**src/design/sha1_byte_stream_hasher_unit_assert.svh**
```systemverilog
// Assertion macros for the SHA-1 byte stream hasher.
`ifndef SHA1_BYTE_STREAM_HASHER_UNIT_ASSERT_SVH
`define SHA1_BYTE_STREAM_HASHER_UNIT_ASSERT_SVH

// Same-cycle implication, checked outside reset.
`define SHA1BSH_ASSERT_NOW(label, clk, rst_n, ante, cons, msg) \
    label: assert property (@(posedge clk) disable iff (!rst_n) (ante) |-> (cons)) \
        else $error(msg);

// Next-cycle implication, checked outside reset.
`define SHA1BSH_ASSERT_NEXT(label, clk, rst_n, ante, cons, msg) \
    label: assert property (@(posedge clk) disable iff (!rst_n) (ante) |=> (cons)) \
        else $error(msg);

`endif

```
**src/design/sha1bsh_pkg.sv**
```systemverilog
package sha1bsh_pkg;

    // Initial chaining values h0..h4
    localparam logic [31:0] H_INIT [5] = '{
        32'h67452301, 32'hEFCDAB89, 32'h98BADCFE, 32'h10325476, 32'hC3D2E1F0
    };

    // Round constants, one per group of twenty rounds
    localparam logic [31:0] K_ROUND [4] = '{
        32'h5A827999, 32'h6ED9EBA1, 32'h8F1BBCDC, 32'hCA62C1D6
    };

    localparam logic [7:0] PAD_BYTE    = 8'h80;
    localparam logic [5:0] FILL_LAST   = 6'd63;
    localparam logic [2:0] LEN_ZONE    = 3'd7;   // fill[5:3] of byte slots 56..63
    localparam logic [6:0] ROUND_LAST  = 7'd79;
    localparam logic [2:0] WORD_LAST   = 3'd4;
    localparam logic [63:0] LEN_STEP   = 64'd8;

    // Round groups: choose, parity, majority, parity
    typedef enum logic [1:0] {
        RG_CHOOSE = 2'd0,
        RG_PAR1   = 2'd1,
        RG_MAJ    = 2'd2,
        RG_PAR2   = 2'd3
    } t_round_grp;

    // Source of a byte written into the block
    typedef enum logic [1:0] {
        BSRC_IN   = 2'd0,
        BSRC_PAD  = 2'd1,
        BSRC_ZERO = 2'd2,
        BSRC_LEN  = 2'd3
    } t_byte_src;

    typedef struct packed {
        logic       byte_wr;
        t_byte_src  byte_src;
        logic       len_add;
        logic       round_load;
        logic       round_en;
        t_round_grp round_grp;
        logic       cv_add;
        logic       cv_init;
        logic [2:0] word_sel;
    } t_dp_cmd;

    typedef struct packed {
        logic [5:0] fill;
    } t_dp_sts;

endpackage

```
**src/design/sha1bsh_datapath.sv**
```systemverilog
module sha1bsh_datapath
    import sha1bsh_pkg::*;
(
    input  logic        i_clk,
    input  logic        i_rst_n,
    input  t_dp_cmd     i_cmd,
    input  logic [7:0]  i_data_byte,
    output t_dp_sts     o_sts,
    output logic [31:0] o_digest_word
);

    logic [31:0] r_cv [5];
    logic [5:0]  r_fill;
    logic [63:0] r_len;
    logic [31:0] r_w [16];
    logic [31:0] r_a, r_b, r_c, r_d, r_e;

    logic [7:0]  wr_byte;
    logic [31:0] f_val;
    logic [31:0] k_val;
    logic [31:0] tmp;
    logic [31:0] w_mix;
    logic [31:0] w_new;
    logic [3:0]  wr_word;
    logic [4:0]  wr_lane;
    logic [5:0]  len_lsb;

    // Pick the byte going into the block
    assign len_lsb = {~r_fill[2:0], 3'b000};
    always_comb begin
        case (i_cmd.byte_src)
            BSRC_IN:   wr_byte = i_data_byte;
            BSRC_PAD:  wr_byte = PAD_BYTE;
            BSRC_ZERO: wr_byte = 8'h00;
            BSRC_LEN:  wr_byte = r_len[len_lsb +: 8];
            default:   wr_byte = 8'h00;
        endcase
    end

    // Big-endian placement: byte 0 of a word sits in bits 31:24
    assign wr_word = r_fill[5:2];
    assign wr_lane = {~r_fill[1:0], 3'b000};

    // Round function and constant
    always_comb begin
        case (i_cmd.round_grp)
            RG_CHOOSE: f_val = (r_b & r_c) | (~r_b & r_d);
            RG_MAJ:    f_val = (r_b & r_c) | (r_b & r_d) | (r_c & r_d);
            default:   f_val = r_b ^ r_c ^ r_d;
        endcase
        k_val = K_ROUND[i_cmd.round_grp];
    end

    assign tmp   = {r_a[26:0], r_a[31:27]} + f_val + r_e + k_val + r_w[0];
    assign w_mix = r_w[13] ^ r_w[8] ^ r_w[2] ^ r_w[0];
    assign w_new = {w_mix[30:0], w_mix[31]};

    // Chaining values, fill count and bit length
    always_ff @(posedge i_clk) begin
        if (!i_rst_n) begin
            for (int i = 0; i < 5; i++) r_cv[i] <= H_INIT[i];
            r_fill <= '0;
            r_len  <= '0;
        end else if (i_cmd.cv_init) begin
            for (int i = 0; i < 5; i++) r_cv[i] <= H_INIT[i];
            r_fill <= '0;
            r_len  <= '0;
        end else begin
            if (i_cmd.cv_add) begin
                r_cv[0] <= r_cv[0] + r_a;
                r_cv[1] <= r_cv[1] + r_b;
                r_cv[2] <= r_cv[2] + r_c;
                r_cv[3] <= r_cv[3] + r_d;
                r_cv[4] <= r_cv[4] + r_e;
            end
            if (i_cmd.byte_wr) r_fill <= r_fill + 6'd1;
            if (i_cmd.len_add) r_len  <= r_len + LEN_STEP;
        end
    end

    // Block words: byte fill, then a sliding schedule window during rounds
    always_ff @(posedge i_clk) begin
        if (i_cmd.byte_wr) begin
            r_w[wr_word][wr_lane +: 8] <= wr_byte;
        end else if (i_cmd.round_en) begin
            for (int i = 0; i < 15; i++) r_w[i] <= r_w[i+1];
            r_w[15] <= w_new;
        end
    end

    // Working variables
    always_ff @(posedge i_clk) begin
        if (i_cmd.round_load) begin
            r_a <= r_cv[0];
            r_b <= r_cv[1];
            r_c <= r_cv[2];
            r_d <= r_cv[3];
            r_e <= r_cv[4];
        end else if (i_cmd.round_en) begin
            r_e <= r_d;
            r_d <= r_c;
            r_c <= {r_b[1:0], r_b[31:2]};
            r_b <= r_a;
            r_a <= tmp;
        end
    end

    // Digest word select
    always_comb begin
        case (i_cmd.word_sel)
            3'd0:    o_digest_word = r_cv[0];
            3'd1:    o_digest_word = r_cv[1];
            3'd2:    o_digest_word = r_cv[2];
            3'd3:    o_digest_word = r_cv[3];
            3'd4:    o_digest_word = r_cv[4];
            default: o_digest_word = r_cv[0];
        endcase
    end

    assign o_sts.fill = r_fill;

endmodule

```
**src/design/sha1bsh_ctrl.sv**
```systemverilog
module sha1bsh_ctrl
    import sha1bsh_pkg::*;
(
    input  logic       i_clk,
    input  logic       i_rst_n,
    input  logic       i_valid,
    input  logic       i_byte_present,
    input  logic       i_message_end,
    output logic       o_stall,
    output logic       o_valid,
    input  logic       i_stall,
    output logic [2:0] o_word_index,
    output logic       o_last_word,
    output t_dp_cmd    o_cmd,
    input  t_dp_sts    i_sts
);

    typedef enum logic [2:0] {
        S_IDLE,
        S_PAD,
        S_CINIT,
        S_ROUND,
        S_CADD,
        S_EMIT
    } t_state;

    t_state     r_state, n_state;
    logic [6:0] r_round, n_round;
    logic [2:0] r_idx, n_idx;
    logic       r_pad, n_pad;
    logic       r_first, n_first;
    logic       r_len_ok, n_len_ok;
    logic       r_fin, n_fin;

    logic       in_acc;
    logic       out_acc;
    logic       blk_full;
    logic       len_zone;
    t_byte_src  pad_src;

    assign in_acc   = i_valid && !o_stall;
    assign out_acc  = o_valid && !i_stall;
    assign blk_full = (i_sts.fill == FILL_LAST);
    assign len_zone = (i_sts.fill[5:3] == LEN_ZONE);

    // Padding byte: marker first, length once past the marker's block zone
    always_comb begin
        if (r_first)                 pad_src = BSRC_PAD;
        else if (len_zone && r_len_ok) pad_src = BSRC_LEN;
        else                         pad_src = BSRC_ZERO;
    end

    // Next state and datapath commands
    always_comb begin
        n_state  = r_state;
        n_round  = r_round;
        n_idx    = r_idx;
        n_pad    = r_pad;
        n_first  = r_first;
        n_len_ok = r_len_ok;
        n_fin    = r_fin;
        o_cmd    = '0;
        o_cmd.byte_src  = BSRC_IN;
        o_cmd.round_grp = RG_CHOOSE;
        o_cmd.word_sel  = r_idx;

        unique case (r_state)
            S_IDLE: begin
                if (in_acc) begin
                    o_cmd.byte_wr = i_byte_present;
                    o_cmd.len_add = i_byte_present;
                    if (i_byte_present && blk_full) begin
                        n_state = S_CINIT;
                        n_pad   = i_message_end;
                        n_first = i_message_end;
                    end else if (i_message_end) begin
                        n_state = S_PAD;
                        n_pad   = 1'b1;
                        n_first = 1'b1;
                    end
                end
            end
            S_PAD: begin
                o_cmd.byte_wr  = 1'b1;
                o_cmd.byte_src = pad_src;
                n_first = 1'b0;
                if (!len_zone) n_len_ok = 1'b1;
                if (blk_full) begin
                    n_state = S_CINIT;
                    if (pad_src == BSRC_LEN) n_fin = 1'b1;
                end
            end
            S_CINIT: begin
                o_cmd.round_load = 1'b1;
                n_round = '0;
                n_state = S_ROUND;
            end
            S_ROUND: begin
                o_cmd.round_en = 1'b1;
                if (r_round < 7'd20)      o_cmd.round_grp = RG_CHOOSE;
                else if (r_round < 7'd40) o_cmd.round_grp = RG_PAR1;
                else if (r_round < 7'd60) o_cmd.round_grp = RG_MAJ;
                else                      o_cmd.round_grp = RG_PAR2;
                n_round = r_round + 7'd1;
                if (r_round == ROUND_LAST) n_state = S_CADD;
            end
            S_CADD: begin
                o_cmd.cv_add = 1'b1;
                if (r_fin)      n_state = S_EMIT;
                else if (r_pad) n_state = S_PAD;
                else            n_state = S_IDLE;
            end
            S_EMIT: begin
                if (out_acc) begin
                    if (r_idx == WORD_LAST) begin
                        o_cmd.cv_init = 1'b1;
                        n_idx    = '0;
                        n_pad    = 1'b0;
                        n_first  = 1'b0;
                        n_len_ok = 1'b0;
                        n_fin    = 1'b0;
                        n_state  = S_IDLE;
                    end else begin
                        n_idx = r_idx + 3'd1;
                    end
                end
            end
            default: n_state = S_IDLE;
        endcase
    end

    // Hold state and flags
    always_ff @(posedge i_clk) begin
        if (!i_rst_n) begin
            r_state  <= S_IDLE;
            r_round  <= '0;
            r_idx    <= '0;
            r_pad    <= 1'b0;
            r_first  <= 1'b0;
            r_len_ok <= 1'b0;
            r_fin    <= 1'b0;
        end else begin
            r_state  <= n_state;
            r_round  <= n_round;
            r_idx    <= n_idx;
            r_pad    <= n_pad;
            r_first  <= n_first;
            r_len_ok <= n_len_ok;
            r_fin    <= n_fin;
        end
    end

    assign o_stall      = (r_state != S_IDLE);
    assign o_valid      = (r_state == S_EMIT);
    assign o_word_index = r_idx;
    assign o_last_word  = (r_idx == WORD_LAST);

endmodule

```
**src/design/sha1_byte_stream_hasher_unit.sv**
```systemverilog
// SHA-1 over a byte stream.
// Input channel (i_valid / o_stall): one word per accepted item carries a
// message byte, a byte-present flag and a message-end flag. Output channel
// (o_valid / i_stall): five digest words h0..h4 per message, index 0..4,
// o_last_word on the fifth.
// Timing: items that do not complete a 64-byte block are taken one per
// cycle. An item that completes a block runs through the write, a load of
// the working variables, 80 rounds through the single round unit, and the
// chaining add. At message end the block is padded one byte per cycle up
// to its end, with one or two compressions, then the five words follow,
// one per cycle when not stalled.
// While the receiver stalls, the current digest word holds and the block
// takes no input. After the last word the chaining values, length and fill
// return to their initial values for the next message.
// Reset (synchronous, active low) loads the initial chaining values and
// clears the length and the fill count; no clearing pass is needed.
`include "sha1_byte_stream_hasher_unit_assert.svh"

module sha1_byte_stream_hasher_unit
    import sha1bsh_pkg::*;
(
    input  logic        i_clk,
    input  logic        i_rst_n,
    input  logic        i_valid,
    output logic        o_stall,
    input  logic [7:0]  i_data_byte,
    input  logic        i_byte_present,
    input  logic        i_message_end,
    output logic        o_valid,
    input  logic        i_stall,
    output logic [31:0] o_digest_word,
    output logic [2:0]  o_word_index,
    output logic        o_last_word
);

    t_dp_cmd dp_cmd;
    t_dp_sts dp_sts;

    sha1bsh_ctrl u_ctrl (
        .i_clk          (i_clk),
        .i_rst_n        (i_rst_n),
        .i_valid        (i_valid),
        .i_byte_present (i_byte_present),
        .i_message_end  (i_message_end),
        .o_stall        (o_stall),
        .o_valid        (o_valid),
        .i_stall        (i_stall),
        .o_word_index   (o_word_index),
        .o_last_word    (o_last_word),
        .o_cmd          (dp_cmd),
        .i_sts          (dp_sts)
    );

    sha1bsh_datapath u_dp (
        .i_clk         (i_clk),
        .i_rst_n       (i_rst_n),
        .i_cmd         (dp_cmd),
        .i_data_byte   (i_data_byte),
        .o_sts         (dp_sts),
        .o_digest_word (o_digest_word)
    );

    // Input is never taken while a digest word is on offer
    `SHA1BSH_ASSERT_NOW(a_no_in_during_out, i_clk, i_rst_n, o_valid, o_stall, "input open during output")

    // A block write and a compression round never share a cycle
    `SHA1BSH_ASSERT_NOW(a_wr_vs_round, i_clk, i_rst_n, dp_cmd.byte_wr, !dp_cmd.round_en, "byte write during round")

    // A taken non-final word is followed by the next index
    `SHA1BSH_ASSERT_NEXT(a_idx_step, i_clk, i_rst_n, o_valid && !i_stall && !o_last_word, o_valid && (o_word_index == $past(o_word_index) + 3'd1), "digest index did not advance")

    // After the final word the block is ready for a new message
    `SHA1BSH_ASSERT_NEXT(a_ready_after_last, i_clk, i_rst_n, o_valid && !i_stall && o_last_word, !o_valid && !o_stall, "not ready after last word")

endmodule
```
**config.mk**
```make
export PLATFORM = sky130hd
export DESIGN_NAME = sha1_byte_stream_hasher_unit
export DESIGN_NICKNAME = d
export VERILOG_FILES = /design/src/design/sha1bsh_pkg.sv /design/src/design/sha1bsh_datapath.sv /design/src/design/sha1bsh_ctrl.sv /design/src/design/sha1_byte_stream_hasher_unit.sv
export VERILOG_INCLUDE_DIRS = /design/src /design/src/design
export SDC_FILE = /design/constraint.sdc
export NUM_CORES = 2
export LEC_CHECK = 0
export BUFFER_PORTS_ARGS = -buffer_cell sky130_fd_sc_hd__buf_2
export CORE_ASPECT_RATIO = 1.25
export CORE_MARGIN = 8
export CORE_UTILIZATION = 40
export CTS_CLUSTER_SIZE = 12
export DETAILED_ROUTE_END_ITERATION = 8
export SYNTH_ARGS = -nofsm -noshare
export SYNTH_HDL_FRONTEND = slang
export SYNTH_SLANG_ARGS = --single-unit
```
**constraint.sdc**
```tcl
create_clock -name i_clk -period 14.9 [get_ports i_clk]
set_clock_uncertainty 0.15 [all_clocks]
set_input_delay 0.745 -clock i_clk [delete_from_list [all_inputs] [get_ports i_clk]]
set_output_delay 0.745 -clock i_clk [all_outputs]
set_load 0.1 [all_outputs]
```
======== After elaboration in Yosys (flattened, before gate mapping) ========
Memories as Yosys holds them, arrays and structs flattened.
Index checks and enable logic that the tools add are counted.
cells by class
  add/sub/neg operators ................... 14
  multipliers ............................. 0
  divide/modulo/power cells ............... 0
  $lt $le $gt $ge ......................... 4
  eq/ne operators ......................... 25
  shift-type cells ........................ 3
  muxes and demuxes ....................... 81
  bitwise gates (word level) .............. 27
  reductions and logical operators ........ 23
operators with widths
  operator                                                                       number
  32-bit two-way mux                                                             25
  32-bit adder                                                                   9
  32-bit bitwise XOR                                                             5
  32-bit AND                                                                     4
  32-bit case mux with 4 select lines                                            1
  32-bit bitwise OR                                                              3
  64-bit by 4-bit adder with 64-bit output (second input constant)               1
  32-bit binary-select mux with 2-bit select                                     1
  32-bit case mux with 2 select lines                                            1
  64-bit by 7-bit variable part select with 8-bit output                         1
  32-bit inverter                                                                1
  8-bit case mux with 4 select lines                                             1
  32-bit OR reduction                                                            1
  8-bit by 7-bit variable shift with 32-bit output (first input constant)        1
  8-bit by 7-bit variable part select with 32-bit output                         1
  1-bit two-way mux                                                              30
  3-bit two-way mux                                                              10
  3-bit case mux with 6 select lines                                             1
  5-bit AND reduction                                                            3
  7-bit by 6-bit less-than comparator with 1-bit output (second input constant)  2
  7-bit case mux with 2 select lines                                             1
  3-bit by 2-bit equality test with 1-bit output (second input constant)         4
  3-bit equality test (second input constant)                                    4
  1-bit bitwise OR                                                               10
  32 further kinds                                                               56
storage, ports and cells
  register bits after elaboration ......... 247
  bits in latches ......................... 0
  bits in writable memories ............... 672
  bits in read-only memories .............. 0
  input bits .............................. 14
  output and inout port bits .............. 38
  logic and storage cells ................. 193
  memories kept ........................... 2
memory list
  name       words  bits a word  rd ports  clocked after Yosys merged registers in  wr ports  line                    text
  u_dp.r_w   16     32           16        0                                        16        sha1bsh_datapath.sv:15  logic [31:0] r_w [16];
  u_dp.r_cv  5      32           5         0                                        5         sha1bsh_datapath.sv:12  logic [31:0] r_cv [5];

======== Depth between registers and ports, before layout ========
  depth in word-level cells ............... 13
  depth in mapped cells ................... 32
  gate-level depth less buffers ........... 27

======== By module ========
A second synthesis with hierarchy kept.
unflattened totals
  cell total of the unflattened synthesis .. 4654
  area total of the unflattened synthesis .. 51395.5 um2
by module, submodules not included
  module            instances  cells an instance  area an instance (um2)  seq. area each (um2)
  sha1bsh_datapath  1          4519               50367.1                 26325.2
  sha1bsh_ctrl      1          135                1028.5                  340.3

======== Worst setup path after synthesis ========
No wires, ideal clock.
  path type ............................... register -> register
  start point ............................. register u_ctrl.r_state[1]
  end point ............................... register u_dp.r_a[21] (data pin)
  setup time .............................. 0.135 ns
  data arrival time ....................... 8.929 ns
  data required time ...................... 14.615 ns
  path slack .............................. 5.686 ns
  stages on the path, launching flop included .. 33
  buffers on the path ..................... 6
  period minus slack after synthesis ...... 9.214 ns
  cell sequence ........................... dfxtp_1 > nand2b_1 > inv_2 > and2_1 > clkbuf_1 > clkbuf_1 > clkbuf_1 > clkbuf_1 > nand2_1 > ha_1 > clkbuf_1 > nor2_1 > clkbuf_1 > a22oi_1 > nand2_1 > fa_1 > inv_1 > fa_1 > fa_1 > inv_1 > ha_1 > inv_1 > fa_1 > and2b_1 > o211ai_1 > a21boi_1 > o31ai_2 > a31oi_1 > a311oi_1 > o21ai_1 > a21oi_1 > or4b_1 > nand3_1
between the ends
  cells in the longest elaborated chain, start to end .. 10
  elaborated cells on any way between the ends .. 17
  classes of those cells .................. add/sub (4); eq/ne (3); mux (8); bitwise (1); reduce/logical (1)
RTL lines
  what                                                                                                      line                                            text
  from (decl)                                                                                               sha1bsh_ctrl.sv:27                              t_state r_state, n_state;
  from (signal assigned)                                                                                    sha1bsh_ctrl.sv:143                             r_state <= n_state;
  3-bit by 2-bit equality test with 1-bit output                                                            sha1bsh_ctrl.sv:67                              unique case (r_state)
  3-bit two-way mux                                                                                         sha1bsh_ctrl.sv:67
  2-bit equality test, or another cell as far along                                                         sha1bsh_datapath.sv:46                          case (i_cmd.round_grp)
  32-bit case mux with 2 select lines / 32-bit binary-select mux with 2-bit select (equally long branches)  sha1bsh_datapath.sv:46, sha1bsh_datapath.sv:51
  32-bit adder / 32-bit two-way mux (equally long branches) (2 in series)                                   sha1bsh_datapath.sv:54, sha1bsh_datapath.sv:51
  32-bit adder (2 in series)                                                                                sha1bsh_datapath.sv:54                          assign tmp = {r_a[26:0], r_a[31:27]} + f_val + r_e + k_val + r_w[0];
  32-bit two-way mux                                                                                        sha1bsh_datapath.sv:99                          end else if (i_cmd.round_en) begin
  32-bit two-way mux (*)                                                                                    sha1bsh_datapath.sv:93                          if (i_cmd.round_load) begin
  to (signal assigned)                                                                                      sha1bsh_datapath.sv:94                          r_a <= r_cv[0];
  to (signal assigned)                                                                                      sha1bsh_datapath.sv:104                         r_a <= tmp;
  to (decl)                                                                                                 sha1bsh_datapath.sv:16                          logic [31:0] r_a, r_b, r_c, r_d, r_e;
Mark *: on every way between the ends. The rest lies on a longest branch, timed or not. The select of a mux whose other input is x is not followed.
A chain may end at the register's enable or synchronous reset.

======== Worst setup path after layout ========
  start point ............................. register u_ctrl.r_state[2]
  end point ............................... register u_dp.r_a[23] (data pin)
Same word-level chain as after synthesis.

==> flow_summary_export.csv <==
group,metric,value,unit
status,status,"completed",
drt,avgRoutedWirePerCell,22.0,µm
critical_path,cp_slowest_cell,"ha_2",
drt,ant_nets,0,
cells_and_area,fillers,12100,
power,powerDensity,130,mW/mm²
yosys,synthesis.nets,5040,
clock_tree,clock_sinks,916,
cells_and_area,layout.nets,5053,
drt,drc,0,
critical_path,crit_required,15180,ps
critical_path,start_kind,"register",
yosys,synth_seq_cells,916,
yosys,syn_area_per_cell,11.0,µm²
cells_and_area,layout.area.seq,0.0267,mm²
grt,grt_pass1_wl,219000,µm
hold_path,whs_path_depth,3,
critical_path,path_max_fanout,61,
cells_and_area,post_route_cells_drive_above_1_share,7.93,%
sta,setup-tns-final,0,ps
clock_tree,clk-insertion-delay-late,720,ps
clock_tree,clk_path_buf_depth,3,
critical_path,cp.arrival,9230,ps
yosys,ys_warn_count,0,
yosys,synth-seq-area-share,51.5,%
sta,hold_viol,0,
yosys,synth_cells,4692,
floorplan,core,0.129,mm²
clock_tree,cts-root-buf,"clkbuf_16",
sta,tightestPinTransition,1260,ps
clock_tree,htree_levels,3,
power,p_int,5.13,mW
clock_tree,cts_tree,"built",
power,power_frac_comb,25.9,%
sta,min_period,8960,ps
clock_tree,cts_resized,0,
run,drv_cap,0,
floorplan,io_pins,52,
clock_tree,cts_buffers,98,
yosys,synthFlopType,"edfxtp_1",
clock_tree,clk_pin_slew,60,ps
yosys,syn_area,0.0518,mm²
power,p_clk_share,31.8,%
sta,setup_violations,0,
clock_tree,hold_buffers,0,
grt,grt_max_degree,214,
drt,first_pass_iters,6,
yosys,post_synth_num_cell_types,92,
critical_path,r2r-end,"u_dp.r_a[23]",
critical_path,endpoint_kind,"register",
grt,grt_use_total,20.0,%
sta,relSlewSlack,15.9,%
yosys,synth_edf_count,832,
sta,slew_viol_final,0,
sta,fmax,112,MHz
clock_tree,post_cts_buffers,0,
power,switching_power,2.32,mW
drt,via_per_inst,5.52,
hold_path,hold_start,"i_stall",
power,power.share.sequential,42.3,%
hold_path,holdPathEnd,"u_ctrl.o_word_index[2]",
grt,antenna_found_initial,1,
placed_design,place_congestion,0.930,
grt,grt-ovfl-total,0,
power,peakVddDrop,0.0000989,V
hold_path,hold_path_class,"in2reg",
floorplan,initial_utilization,40.3,%
critical_path,crit_type,"reg2reg",
critical_path,rrSetupSlack,5940,ps
sta,rsz0062_at_grt,"no",
critical_path,cp_slowest_stage_delay,780,ps
yosys,synthArstFlopShare,0,%
placed_design,hpwl,103000,µm
floorplan,die_h,418,µm
power,total_power,7.45,mW
sta,finalCritPeriodShare,60.1,%
power,swShare,31.1,%
drt,wl,143000,µm
drt,dr.first_iter.drc_count,2956,
placed_design,portBuffers,51,
cells_and_area,diodes,0,
floorplan,die_area,0.141,mm²
drt,vias,35800,
floorplan,die_w,338,µm
floorplan,placement_rows,147,
critical_path,reg2reg_from,"u_ctrl.r_state[2]",
power,power_leakage,24.8,nW
grt,grt_pass1_vias,35800,
critical_path,r2r_cells,30,
cells_and_area,area_delta_synth_final,10.3,%
cells_and_area,multiInputGateArea,0.0233,mm²
routing by layer:
metal  routed length, µm  vias to the layer above  track usage (%)
met5                   0                        -                0
met4                5990                        0             8.34
met3                6420                      235             2.15
met2               71000                      956             34.4
met1               59600                    17800             25.5
li1                    -                    16900                -
kinds of logic after synthesis:
family | synth area share [%]
buffers and inverters | 3.70
XOR/XNOR | 5.33
adder cells (fa/ha/maj) | 9.88
AND/OR/NAND/NOR | 10.9
multiplexers | 1.42
AO/OA/AOI/OAI | 17.3
flip-flops | 51.5
through the flow:
stage               instances  util [%]  hold WS [ps]  setup WS (ps)  instance area [µm²]
global placement         6317      42.1           321           5930                54100
floorplan                4692         -           305           5690                51800
detailed placement       6317      42.1           333           5890                54100
global route             6493      44.4           264           5260                57100
finish                   6493      44.4           241           5940                57100
CTS                      6492      44.4           187           5830                57100
synth_stat cells, types with 11 or more instances:
cell type / instances / area [µm²]
nor2b_1: 54 / 338
o21a_1: 19 / 143
ha_1: 209 / 2620
nor2_1: 294 / 1100
xor2_1: 136 / 1190
a31oi_1: 54 / 338
nand2b_1: 37 / 231
dfxtp_1: 84 / 1680
mux2_2: 32 / 360
nand3_1: 65 / 325
and3_1: 34 / 213
buf_2: 36 / 180
nand2_1: 625 / 2350
o21bai_1: 15 / 113
a21o_1: 591 / 4440
inv_1: 251 / 942
xnor2_1: 179 / 1570
a22oi_1: 79 / 593
a21oi_1: 203 / 1020
o22ai_1: 23 / 144
and2_1: 27 / 169
o21ai_0: 182 / 911
o21ai_1: 19 / 95.1
or3_1: 27 / 169
clkbuf_1: 196 / 736
mux4_2: 13 / 293
o211ai_1: 11 / 82.6
nand4_1: 20 / 125
fa_1: 125 / 2500
a22o_1: 20 / 175
edfxtp_1: 832 / 25000
nor3_1: 26 / 130
a211oi_1: 12 / 90.1
layout make-up:
class | instances | area share (%)
clock inverter | 39 | 0.633
tap | 1713 | 3.75
clock buffer | 136 | 4.64
multi-input combinational | 3283 | 40.8
inverter | 253 | 1.67
timing repair buffer | 153 | 1.85
sequential | 916 | 46.7
cell usage in the layout, fill, tap and decap left out, types with 12 or more instances in the layout:
cell and instances:
xnor2_1 179, nand4_1 20, clkbuf_16 98, mux4_2 13, nand2b_1 36, a21o_1 591, xor2_1 136, a22o_1 20
buf_2 52, nor2_1 292, a211oi_1 12, o21bai_1 15, nor3_1 26, clkinv_1 15, or3_1 27, a22oi_1 79
o22ai_1 23, nand3_1 63, nand2_1 623, a31oi_1 54, dfxtp_1 84, a21oi_1 203, and2_1 25, o21ai_1 24
ha_1 206, o21ai_0 177, edfxtp_1 832, fa_1 125, nor2b_1 52, and3_1 33, clkbuf_1 32, inv_1 251
o21a_1 19, buf_4 98, mux2_2 32
power by group through the flow:
stage	sequential, mW	clock, mW	combinational [mW]
floorplan	3.15	0	1.46
global placement	3.20	0	1.90
detailed placement	3.20	0	1.92
CTS	3.15	2.43	1.94
global route	3.16	2.51	2.16
finish	3.15	2.37	1.93
registers in the layout, summed over array words and instances, names as in the netlist:
signal and flops:
u_ctrl.r_len_ok 1, u_dp.r_b 32, u_ctrl.r_round 7, u_dp.r_w 512, u_ctrl.r_pad 1, u_dp.r_len 61, u_dp.r_c 32, u_ctrl.o_word_index 3
u_dp.r_e 32, u_dp.r_a 32, u_dp.r_d 32, u_dp.o_sts 6, u_ctrl.r_fin 1, u_dp.r_cv 160, u_ctrl.r_state 3, u_ctrl.r_first 1
worst max-delay path, delay by kind of cell, from the launching register on:
family	cells	cell delay (ps)
compound gates	10	2400
xor+xnor	1	180
fa+ha+maj	6	2690
buf+inv	8	1430
flops	1	460
simple gates	5	1270
how the worst max path moves through the flow:
stage | from | end | slack, ps | depth (start not counted)
floorplan | u_ctrl.r_state[1] | u_dp.r_a[21] | 5690 | 32
global placement | u_ctrl.r_state[2] | u_dp.r_a[23] | 5930 | 30
detailed placement | u_ctrl.r_state[2] | u_dp.r_a[23] | 5890 | 30
CTS | u_ctrl.r_state[2] | u_dp.r_a[23] | 5830 | 30
global route | u_ctrl.r_state[2] | u_dp.r_a[23] | 5260 | 30
finish | u_ctrl.r_state[2] | u_dp.r_a[23] | 5940 | 30
Note: power is estimated with default switching activity, not from simulation.
